File: src/spsd_pkg.sv
package spsd_pkg;

	localparam int HISTORY_DEPTH_DEF = 10;

	localparam int SAMPLE_W = 8;
	localparam int GAIN_W   = 16;
	localparam int ERR_W    = 9;
	localparam int DUTY_W   = 8;
	localparam int PADDR_W  = 5;
	localparam int PDATA_W  = 32;

	localparam int TURN_SPLIT   = 75;
	localparam int SCALE_DUTY   = 10000;
	localparam int RIGHT_OFFSET = 517700;
	localparam int RIGHT_SLOPE  = 1970;
	localparam int LEFT_OFFSET  = 508460;
	localparam int LEFT_SLOPE   = 1846;

	// reciprocal scaling for the divisions by constants
	localparam int MEAN_SHIFT = 16;
	localparam int DUTY_SHIFT = 22;
	localparam int DUTY_RECIP = (1 << DUTY_SHIFT) / SCALE_DUTY;

	localparam logic [7:0]  TARGET_RST   = 8'd75;
	localparam logic [15:0] PROP_RST     = 16'd256;
	localparam logic [15:0] INTEG_RST    = 16'd13;
	localparam logic [15:0] DERIV_RST    = 16'd13;
	localparam logic [7:0]  DUTY_MAX_RST = 8'd50;
	localparam logic [7:0]  DUTY_MIN_RST = 8'd25;

	typedef logic signed [ERR_W-1:0] err_t;
	typedef logic signed [9:0]       diff_t;
	typedef logic signed [23:0]      mul_a_t;
	typedef logic signed [17:0]      mul_b_t;
	typedef logic signed [41:0]      prod_t;
	typedef logic signed [27:0]      acc_t;
	typedef logic signed [19:0]      turn_t;
	typedef logic signed [32:0]      lin_t;
	typedef logic        [22:0]      lin_pos_t;

	typedef enum logic [2:0] {
		REG_TARGET   = 3'd0,
		REG_PROP     = 3'd1,
		REG_INTEG    = 3'd2,
		REG_DERIV    = 3'd3,
		REG_DUTY_MAX = 3'd4,
		REG_DUTY_MIN = 3'd5
	} reg_idx_t;

	typedef enum logic [3:0] {
		ST_IDLE,
		ST_SUM,
		ST_MDIV,
		ST_MCOR,
		ST_P,
		ST_I,
		ST_D,
		ST_LINE,
		ST_QDIV,
		ST_QCOR,
		ST_OUT
	} state_t;

	typedef struct packed {
		logic rd_en;
		logic wr_en;
	} hist_ctl_t;

endpackage

File: src/spsd_hist.sv
module spsd_hist #(
	parameter int HISTORY_DEPTH = spsd_pkg::HISTORY_DEPTH_DEF,
	parameter int AW = (HISTORY_DEPTH > 1) ? $clog2(HISTORY_DEPTH) : 1
) (
	input  logic                clk,
	input  logic                arst_n,
	input  spsd_pkg::hist_ctl_t ctl,
	input  logic [AW-1:0]       addr,
	input  spsd_pkg::err_t      wdata,
	output spsd_pkg::err_t      rdata
);

	spsd_pkg::err_t mem [HISTORY_DEPTH];
	logic [HISTORY_DEPTH-1:0] valid_q;
	spsd_pkg::err_t rd_q;
	logic rd_valid_q;

	// storage: one write and one registered read per cycle
	always_ff @(posedge clk) begin
		if (ctl.wr_en) begin
			mem[addr] <= wdata;
		end
		if (ctl.rd_en) begin
			rd_q <= mem[addr];
		end
	end

	// a slot never written since reset reads as a zero error
	always_ff @(posedge clk or negedge arst_n) begin
		if (!arst_n) begin
			valid_q    <= '0;
			rd_valid_q <= 1'b0;
		end else begin
			if (ctl.wr_en) begin
				valid_q[addr] <= 1'b1;
			end
			if (ctl.rd_en) begin
				rd_valid_q <= valid_q[addr];
			end
		end
	end

	assign rdata = rd_valid_q ? rd_q : '0;

endmodule

File: config.mk
export PLATFORM = sky130hd
export DESIGN_NAME = spsd_hist
export DESIGN_NICKNAME = d
export VERILOG_FILES = /design/src/spsd_pkg.sv /design/src/spsd_hist.sv
export SDC_FILE = /design/constraint.sdc
export NUM_CORES = 1
export LEC_CHECK = 0
export BUFFER_PORTS_ARGS = -buffer_cell sky130_fd_sc_hd__buf_2
export CAP_MARGIN = 40
export CORE_UTILIZATION = 43
export CTS_CLUSTER_DIAMETER = 40
export DETAILED_ROUTE_END_ITERATION = 12
export SLEW_MARGIN = 40
export SYNTH_ARGS = -nofsm -noshare
export SYNTH_HDL_FRONTEND = slang
export SYNTH_SLANG_ARGS = --single-unit
File: constraint.sdc
create_clock -name clk -period 1.6 [get_ports clk]
set_clock_uncertainty 0.15 [all_clocks]
set_input_delay 0.24 -clock clk [delete_from_list [all_inputs] [get_ports clk]]
set_output_delay 0.24 -clock clk [all_outputs]
set_load 0.01 [all_outputs]
Word level (Yosys, flattened, before mapping)
Memory sizes are Yosys's and may differ from the RTL's. A register that Yosys moved wholly into a read port is not among the register bits.
Index checks and enable logic that the tools add are counted.
Widths: inputs -> output; s select.
{ "op_classes": {"n_lt_le_gt_ge": 2, "n_mux": 7, "n_bitwise": 1, "reduce_logical": 1} }
{ "ops": {"columns": ["operator", "n"], "rows": [
  ["$or 10x10->10", 1],
  ["$mux 9", 1],
  ["$lt 4x5->1 const B", 1],
  ["$bmux 1 s4", 1],
  ["$demux 1 s4", 1],
  ["$ge 4x1->1 const B", 1],
  ["$mux 1", 4],
  ["$logic_and 1x1->1", 1]
]} }
{ "totals": {"regBits": 11, "ramBits": 90, "inputBits": 17, "out_inout_bits": 9, "word_cells": 14, "memories": 1} }
{ "memory_table": {"columns": ["memory", "depth", "word_bits", "read_ports", "rd_ports_with_merged_regs", "write_ports", "line", "source"], "rows": [
  ["mem", 10, 9, 1, 1, 1, "spsd_hist.sv:13", "spsd_pkg::err_t mem [HISTORY_DEPTH];"]
]} }

Logic depth before layout (Yosys ltp)
Gate-level depths: netlist of the first run.
{ "depth": {"depth_word": 5, "depth_mapped": 6, "mapped_depth_nobuf": 3} }

Least setup slack after synthesis of the first run
OpenSTA, ideal clock, no wires.
{ "synth_path": {"path_type": "input to register", "startpoint": "input port addr[1]", "endpoint": "memory mem[0][0] (netlist bit), enable pin", "setup_time_ns": 0.401, "t_arrival_ns": 1.639, "t_required_ns": 1.049, "slack_ns": -0.590, "path_stages": 3, "path_buffers": 2, "path_cell_list": "buf_2 -> buf_2 -> nor4_1"} }
{ "synth_rtl": {"columns": ["element", "line", "source"], "rows": [
  ["start: declaration", "spsd_hist.sv:8", "input logic [AW-1:0] addr,"],
  ["end: declaration", "spsd_hist.sv:13", null]
]} }
Straight into the memory's write port.

==> flow_summary.yaml, run 1 <==
cells_and_area:
  filler_cell_count: 793
  syn_to_final_growth_pct: 20.56
  antennaDiodeCount: 0
  drive_above_1_share_pct: 38.70
  post-route-util_pct: 53.37
  layoutNonFillerInstCount: 425
  final_net_count: 304
critical_path:
  cp_cell_sequence: "mux4_2 > a22oi_2 > nand2_1"
  crit_path_max_fanout: 1
  arrival_ps: 1540
  crit_path_top_delay_cell: "mux4_2"
  setup_crit_end_kind: "register"
  critical_path_class: "reg -> reg"
  cp_data_required_time_ps: 1580
  critical_path.startpoint_type: "register"
  critPathMaxStageDelay_ps: 520
sta:
  slew_violations: 0
  timing.final.crit_period_ps: 1566
  headroom_to_the_max_slew_limit_pct: 79.93
  hold_viol: 0
  unrepaired_setup_endpoints_after_global_routing: "yes"
  finalCritPeriodShare_pct: 97.88
  setup-violations-final: 0
  tightestPinTransition_ps: 298.9
  layout_setup_ws_ps: 33.99
  tns_ps: 0
  fmax_ghz: 0.6386
clocking:
  cts_sinks: 110
  cell_at_the_root_of_the_clock_tree: "clkbuf_8"
  cts_tree: "yes"
  clockBufferDepth: 2
  htree_levels: 3
  post-cts-setup-buffers: 0
  cts-buffers-inserted: 9
  clock_latency_at_the_later_pin_of_the_worst_skew_pair_ps: 370
  cts.clk_slew.worst_paths_ps: 110
synth:
  synth_area_um2: 4327
  netlist-cell-type-count: 29
  mapped_cells: 225
  synth_sequential_area_ratio_pct: 75.07
  post_synth.cell_area_avg_um2: 19.23
  synthesis.yosys.warnings: 0
  yosys_register_bits: 110
  synthesis.nets: 242
pwr:
  peakVddDrop_v: 0.0004166
  power_per_cell_area_nw_per_um2: 1024
  power.leakage_nw: 1.825
placed_design:
  gpl.final_weighted_congestion: 0.7204
  dp_hpwl_mm: 5.862
  placement.io_buffers: 25
  dp_cells: 407
  preCtsSetupSlack_ps: -279.2
drt:
  avgViaCountPerCell: 5.200
  route.antenna.remaining_nets: 0
  detail_route.iter0.violations: 110
  vias: 2210
  routed_wl_per_cell_um: 20.55
  post-route-drc-count: 0
  postRouteWirelength_mm: 8.733
  drt_first_pass_iters: 4
grt:
  grt_use_total_pct: 18.66
  first_pass_grt_wire_length_mm: 13.53
  grt_max_degree: 26
  grt_antenna_before_repair: 0
  grt.overflow.total: 0
  grt_pass1_vias: 2200
die:
  chipHeight_um: 102.3
  floorplan.initialDensity_pct: 44.27
  num_rows: 36
  dieWidth_um: 102.3
  num_io_pins: 26
  core_area_um2: 9774
  die_area_um2: 10470
run_status:
  status: "completed"
run:
  cap_violations: 0
hold_path:
  hold_class: "in -> reg"
-- cells in the mapped netlist, drive strengths merged --
library cell	instances	share of area, %
o31a	1	0.20
nand3	1	0.12
nand2	10	0.87
mux4	19	11
o41ai	1	0.20
and2b	1	0.17
or2	10	1.4
nor3	3	0.35
mux2i	3	0.69
or3b	1	0.20
dfrtp	11	6.4
edfxtp	99	69
a22oi	9	1.6
buf	8	1.6
o211ai	9	1.6
or2b	7	1.2
and2	9	1.3
nor2	5	0.43
nor4	2	0.29
and3	2	0.29
clkbuf	4	0.35
nand2b	5	0.72
nor2b	3	0.43
a22o	1	0.20
inv	1	0.087
-- final timing paths --
kind                             from          to  depth (start not counted)  slack (ps)
min in group asynchronous      arst_n  valid_q[9]                          2         110
setup / recovery            mem[3][7]     rd_q[7]                          3          30
hold / removal               wdata[6]   mem[3][6]                          1          20
hold reg to reg            valid_q[5]  valid_q[5]                          1         320
setup reg to reg            mem[3][7]     rd_q[7]                          3          30
max in group asynchronous      arst_n  valid_q[3]                          2         980
-- worst max-delay path, delay by kind of cell (launching register included) --
kind / cells / cell delay, ps
AOI/OAI and AO/OA: 1 / 190
muxes: 1 / 520
DFF: 1 / 380
and+or+nand+nor: 1 / 80
-- placed cells by master (no fill, tap or decap), types with 2 or more instances in the layout --
cell,synthesis,routed
a22oi_1,9,6
a22oi_2,0,3
and2_1,9,9
and3_1,2,2
buf_12,1,10
buf_2,5,25
buf_4,0,26
clkbuf_8,0,9
clkinv_4,0,2
clkinvlp_4,0,2
dfrtp_1,11,11
dlygate4sd3_1,0,2
edfxtp_1,99,99
mux2i_1,3,3
mux4_1,9,6
mux4_2,10,13
nand2_1,10,9
nand2b_1,5,4
nor2_2,0,4
nor2b_1,3,3
nor3_2,0,2
nor4_4,0,2
o211ai_1,9,9
or2_2,9,9
or2b_1,7,7
-- flip-flops by register name (all words and copies together), names as in the netlist --
signal      cells
valid_q        10
rd_valid_q      1
rd_q            9
mem            90
-- routing by layer --
metal	wire [um]	global-route usage, %	vias to the layer above	share of wire, %
li1	-	-	1015	-
met1	4171	27.89	1134	48
met2	4126	27.83	55	47
met3	362	3.899	6	4.1
met4	72	5.275	0	0.82
met5	0	0	-	0
-- logic make-up (layout without fill, tap and decap cells) --
family,count (synthesis),after routing,synth area share (%)
flops,110,110,75.07
mux,22,22,11.37
compound gates,21,21,3.730
simple gates,59,59,7.837
buf+inv,13,80,1.995
-- timing repair --
action	4_1_cts	5_1_grt
gates resized for setup	0	6
hold buffers	2	0
hold endpoints to repair	12	0
setup endpoints to repair	0	6
-- power by group --
part	leakage [nW]	internal (mW)	switching, mW	total (mW)
sequential	1.02	3.25	0.0448	3.29
combinational	0.722	0.237	0.240	0.477
clock	0.0862	0.585	0.988	1.57
-- metrics by stage --
step | total power, mW | area [um2] | hold WS (ps)
global placement | 3.819 | 5007 | -29.79
finish | 5.343 | 5216 | 21.92
floorplan | 3.614 | 4420 | -205.6
CTS | 5.381 | 5213 | 21.75
detailed placement | 3.831 | 5007 | -26.61
global route | 5.553 | 5216 | 20.48
-- layout make-up --
cell class                      instances  area [um2]  share of cell area, %
Sequential cell                       110        3248                  62.27
Multi-Input combinational cell        102        1072                  20.56
Timing Repair Buffer                   63       540.5                  10.36
Tap cell                              133       166.4                  3.190
Clock buffer                            9       123.9                  2.375
Clock inverter                          7       61.31                  1.175
Inverter                                1       3.754                0.07196
(Power assumes the default switching activity.)
==> inputs of run 2 (changes only) <==
--- a/config.mk
+++ b/config.mk
@@ -5,8 +5,9 @@
 export SDC_FILE = /design/constraint.sdc
 export NUM_CORES = 1
 export LEC_CHECK = 0
+export ABC_AREA = 1
 export BUFFER_PORTS_ARGS = -buffer_cell sky130_fd_sc_hd__buf_2
-export CAP_MARGIN = 40
+export CAP_MARGIN = 10
 export CORE_UTILIZATION = 43
 export CTS_CLUSTER_DIAMETER = 40
 export DETAILED_ROUTE_END_ITERATION = 12
==> run 2 against run 1 <==
Compared with the run above:
- clock-buffer cell count did not move
- clock power rose by 6%
- power rose by 1.7%
- register-to-register slack improved by 350 ps
- sequential share of layout area rose by 1.7 points
- combinational power fell by 3%
- sequential cell count did not move
- wire length rose by 0.37%
- via count rose by 17%
- sequential power barely moved
- first-iteration DRC count rose by 9.1%
- critical path type is now reg -> out
==> flow_summary.yaml, run 2 <==
run_status:
  status: "completed"
clocking:
  cell_at_the_root_of_the_clock_tree: "clkbuf_8"
  clockBufferDepth: 2
  clock_latency_at_the_later_pin_of_the_worst_skew_pair_ps: 360
  cts_tree: "yes"
  cts-buffers-inserted: 9
  cts_sinks: 110
  cts.clk_slew.worst_paths_ps: 100
  post-cts-setup-buffers: 0
  htree_levels: 3
grt:
  grt.overflow.total: 0
  grt_pass1_vias: 2489
  grt_use_total_pct: 18.16
  grt_max_degree: 19
  first_pass_grt_wire_length_mm: 13.66
  grt_antenna_before_repair: 0
die:
  dieWidth_um: 102.6
  floorplan.initialDensity_pct: 44.53
  core_area_um2: 9774
  num_rows: 36
  num_io_pins: 26
  die_area_um2: 10530
  chipHeight_um: 102.6
synth:
  ys_async_sr_fraction_pct: 10.00
  synth_area_um2: 4353
  synth.top_cells.by_area: "edfxtp_1 (68%), nand2_1 (8.7%), dfrtp_1 (6.3%)"
  synthMuxAreaShare_pct: 0
  mapped_cells: 334
  synth_sequential_area_ratio_pct: 74.62
  yosys_register_bits: 110
  netlist-cell-type-count: 21
  synth_enable_flop_cells: 99
  synth_compound_gate_area_share_pct: 4.254
  synth_top_cells_by_count: "nand2_1 (101), edfxtp_1 (99), nor2_1 (31)"
  synth_adder_area_share_pct: 0
  post_synth.cell_area_avg_um2: 13.03
  yosys.cell_count.top_type: "nand2_1"
  synth_top_area_cell: "edfxtp_1"
  synth_top_area_share_pct: 68.30
  synthesis.nets: 351
  main_combinational_cell_family_by_area_after_synthesis: "simple AND/OR/NAND/NOR gates"
  yosys.area_share.simple_pct: 17.05
  xor_xnor_share_of_the_synthesized_area_pct: 0
  dominantRegCellSynth: "edfxtp_1"
  synthesis.yosys.warnings: 0
cells_and_area:
  syn_to_final_growth_pct: 16.73
  final_net_count: 405
  regMostFlops: "mem"
  antennaDiodeCount: 0
  final_common_cell: "nand2_1"
  number_of_flip_flops_in_the_largest_register: 90
  filler_cell_count: 840
  sequential_cell_area_um2: 3249
  area_of_combinational_cells_with_multiple_inputs_um2: 932.1
  most_frequent_cells_in_the_layout: "nand2_1 (101), edfxtp_1 (99), nor2_1 (29)"
  largest_registers: "mem x90, valid_q x10, rd_q x9"
  drive_above_1_share_pct: 22.65
sta:
  setup-violations-final: 0
  hold_viol: 0
  finalCritPeriodShare_pct: 92.57
  fmax_ghz: 0.6752
  headroom_to_the_max_slew_limit_pct: 80.76
  slew_violations: 0
  tightestPinTransition_ps: 288.6
  unrepaired_setup_endpoints_after_global_routing: "no"
  tns_ps: 0
  timing.final.crit_period_ps: 1481
pwr:
  power_per_cell_area_nw_per_um2: 1069
  power.leakage_nw: 1.954
  design_power_total_mw: 5.432
  peakVddDrop_v: 0.0004256
critical_path:
  crit_buf_inv: 2
  cp_cell_sequence: "nand2_1 > inv_1 > buf_2"
  crit_path_max_fanout: 10
  setup_crit_end_kind: "output pin"
  arrival_ps: 1090
  critical_path.startpoint_type: "register"
  critical_path_class: "reg -> out"
  cp_data_required_time_ps: 1210
  crit_family: "flip-flops"
  crit_path_top_delay_cell: "dfrtp_2"
  critPathMaxStageDelay_ps: 480
placed_design:
  placement.io_buffers: 25
  gpl.final_weighted_congestion: 0.8041
  dp_hpwl_mm: 6.178
drt:
  post-route-drc-count: 0
  drt_first_pass_iters: 4
  detail_route.iter0.violations: 120
  routed_wl_per_cell_um: 16.66
  vias: 2585
  route.antenna.remaining_nets: 0
  postRouteWirelength_mm: 8.765
  avgViaCountPerCell: 4.914
hold_path:
  hold_class: "in -> reg"
run:
  cap_violations: 0
## run 2: per-layer routing
| layer | up-vias | GRT usage, % | share of wire, % |
|---|---|---|---|
| met5 | - | 0 | 0 |
| li1 | 1263 | - | - |
| met3 | 7 | 3.458 | 3.7 |
| met4 | 0 | 5.934 | 0.89 |
| met1 | 1266 | 25.57 | 48 |
| met2 | 49 | 28.56 | 47 |
## run 2: cell families (layout without fill, tap and decap cells)
group,after synthesis,in the layout
buffers and inverters,30,89
AND/OR/NAND/NOR,167,167
AO/OA/AOI/OAI,27,27
flip-flops,110,110
## run 2: final timing paths
check	slack, ps	to	depth (start not counted)	start
max in group asynchronous	940	rd_valid_q	2	arst_n
min in group asynchronous	130	valid_q[7]	2	arst_n
worst max-delay path	120	rdata[1]	3	rd_valid_q
worst min register to register	330	valid_q[7]	1	valid_q[7]
worst max register to register	380	rd_q[8]	4	mem[7][8]
worst min-delay path	60	mem[5][3]	1	wdata[3]
## run 2: stage by stage
step	hold WS (ps)	std cells	setup slack (ps)	area [um2]	utilization, %
after floorplan	-205.6	334	-48.10	4358	-
after global placement	-9.380	509	-31.83	4876	49.88
after detailed placement	-6.710	509	-48.67	4876	49.88
after CTS	38.07	526	73.14	5081	51.98
after global routing	50.90	526	8.324	5081	51.98
final	60.06	526	118.9	5081	51.98
## run 2: layout make-up
type                            instances  share of cell area (%)
Clock buffer                            9                   2.438
Inverter                               19                   1.601
Sequential cell                       110                   63.95
Multi-Input combinational cell        194                   18.35
Clock inverter                          7                   1.379
Timing Repair Buffer                   54                   9.013
Tap cell                              133                   3.275
## run 2: worst reg2reg max path, delay by kind of cell, from the launching register on
kind	cells	cell delay (ps)
flops	1	380
compound gates	1	250
simple gates	3	200
## run 2: what timing repair did
action | in CTS | in global routing
setup endpoints to repair | 1 | 0
resized for setup | 1 | 0
hold buffers | 1 | 0
endpoints found under the hold margin | 11 | 0
## run 2: report_power, final
part,switching (mW),total [mW],internal [mW]
clock,0.942,1.67,0.732
sequential,0.0467,3.29,3.25
combinational,0.278,0.464,0.187
==> inputs of run 3 (changes only) <==
--- a/config.mk
+++ b/config.mk
@@ -11,6 +11,7 @@
 export CORE_UTILIZATION = 43
 export CTS_CLUSTER_DIAMETER = 40
 export DETAILED_ROUTE_END_ITERATION = 12
+export MAX_ROUTING_LAYER = met4
 export SLEW_MARGIN = 40
 export SYNTH_ARGS = -nofsm -noshare
 export SYNTH_HDL_FRONTEND = slang
==> run 3 against run 2 <==
Compared with the run above:
- clock-buffer cell count unchanged
- wire length up 0.16%
- first-iteration DRC count unchanged
- power about the same
- critical endpoint unchanged
- largest cell class unchanged
==> flow_summary.yaml, run 3 (same netlist as run 2, synthesis figures left out) <==
critical_path:
  setup_crit_end_kind: "output pin"
  crit_path_top_delay_cell: "dfrtp_2"
  crit_path_max_fanout: 10
  critical_path.startpoint_type: "register"
  arrival_ps: 1090
  r2r.worst_path.cells: 4
  cp_data_required_time_ps: 1210
  critPathMaxStageDelay_ps: 480
  critical_path_class: "reg -> out"
  reg2reg_to: "rd_q[8]"
  worst_r2r_startpoint: "mem[7][8]"
  crit_family: "flip-flops"
  flop_to_flop_setup_slack_ps: 380
  cp_cell_sequence: "nand2_1 > inv_1 > buf_2"
  crit_buf_inv: 2
grt:
  first_pass_grt_wire_length_mm: 13.66
  grt_max_degree: 19
  grt_use_total_pct: 18.74
  grt_pass1_vias: 2493
  grt.overflow.total: 0
  grt_antenna_before_repair: 0
sta:
  finalCritPeriodShare_pct: 92.57
  timing.final.crit_period_ps: 1481
  fmax_ghz: 0.6751
  hold_viol: 0
  setup-violations-final: 0
  slew_violations: 0
  tightestPinTransition_ps: 288.6
  unrepaired_setup_endpoints_after_global_routing: "no"
  headroom_to_the_max_slew_limit_pct: 80.76
cells_and_area:
  syn_to_final_growth_pct: 16.73
  filler_cell_count: 840
  sequential_cell_area_um2: 3249
  drive_above_1_share_pct: 22.65
  final_common_cell: "nand2_1"
  largest_registers: "mem x90, valid_q x10, rd_q x9"
  fin_area_um2: 5081
  regMostFlops: "mem"
  number_of_flip_flops_in_the_largest_register: 90
  most_frequent_cells_in_the_layout: "nand2_1 (101), edfxtp_1 (99), nor2_1 (29)"
  area_of_combinational_cells_with_multiple_inputs_um2: 932.1
  final_net_count: 405
  antennaDiodeCount: 0
drt:
  drt_first_pass_iters: 4
  post-route-drc-count: 0
  postRouteWirelength_mm: 8.779
  vias: 2601
  routed_wl_per_cell_um: 16.69
  route.antenna.remaining_nets: 0
  avgViaCountPerCell: 4.945
  detail_route.iter0.violations: 120
clocking:
  cts.clk_slew.worst_paths_ps: 100
  cts_sinks: 110
  post-cts-setup-buffers: 0
  htree_levels: 3
  cts_tree: "yes"
  clockBufferDepth: 2
  cell_at_the_root_of_the_clock_tree: "clkbuf_8"
  clock_latency_at_the_later_pin_of_the_worst_skew_pair_ps: 360
  cts-buffers-inserted: 9
hold_path:
  holdPathEnd: "mem[5][3]"
  hold_path_depth: 1
  hold_class: "in -> reg"
  startpoint_of_the_most_critical_hold_path: "wdata[3]"
placed_design:
  postPlaceCellArea_um2: 4876
  gpl.final_weighted_congestion: 0.8158
  placement.io_buffers: 25
  dp_hpwl_mm: 6.178
die:
  dieWidth_um: 102.6
  num_rows: 36
  die_area_um2: 10530
  core_area_um2: 9774
  num_io_pins: 26
  chipHeight_um: 102.6
  floorplan.initialDensity_pct: 44.53
pwr:
  design_power_total_mw: 5.432
  power.leakage_nw: 1.954
  peakVddDrop_v: 0.0004256
  power_per_cell_area_nw_per_um2: 1069
run:
  cap_violations: 0
run_status:
  status: "completed"
-- run 3: cell type report --
cell class,count,area share (%)
inverter,19,1.601
clock inverter,7,1.379
clock buffer,9,2.438
sequential,110,63.95
tap,133,3.275
multi-input combinational,194,18.35
timing repair buffer,54,9.013
-- run 3: worst max path at each step --
stage	startpoint	endpoint	slack, ps	cells past startpoint
after floorplan	addr[0]	mem[5][0]	-50	5
after global routing	rd_valid_q	rdata[5]	8	3
final	rd_valid_q	rdata[1]	120	3
after global placement	addr[0]	mem[7][7]	-30	6
after detailed placement	addr[0]	mem[7][7]	-50	6
after CTS	rd_valid_q	rdata[1]	70	3
-- run 3: repair_timing --
action / in CTS / in global routing
hold endpoints to repair: 11 / 0
endpoints found under the setup margin: 1 / 0
hold buffers: 1 / 0
gates resized for setup: 1 / 0
-- run 3: routing by layer --
layer,routed length (um),track usage (%)
met1,4187,25.57
met2,4167,28.56
met3,353,3.458
met4,71,5.934
met5,0,-
-- run 3: per-stage QoR --
step | setup slack, ps | instances | setup TNS [ps] | util [%] | hold WS (ps)
4_1_cts | 73.14 | 526 | 0 | 51.98 | 38.07
3_5_place_dp | -48.67 | 509 | -386.1 | 49.88 | -6.710
3_3_place_gp | -31.83 | 509 | -252.0 | 49.88 | -9.380
5_1_grt | 8.322 | 526 | 0 | 51.98 | 50.90
2_1_floorplan | -48.10 | 334 | -1824 | - | -205.6
6_report | 118.8 | 526 | 0 | 51.98 | 59.23
-- run 3: power by group --
| part | internal, mW | switching, mW |
|---|---|---|
| logic | 0.187 | 0.278 |
| clock network | 0.732 | 0.942 |
| registers | 3.25 | 0.0468 |
| total | 4.17 | 1.27 |
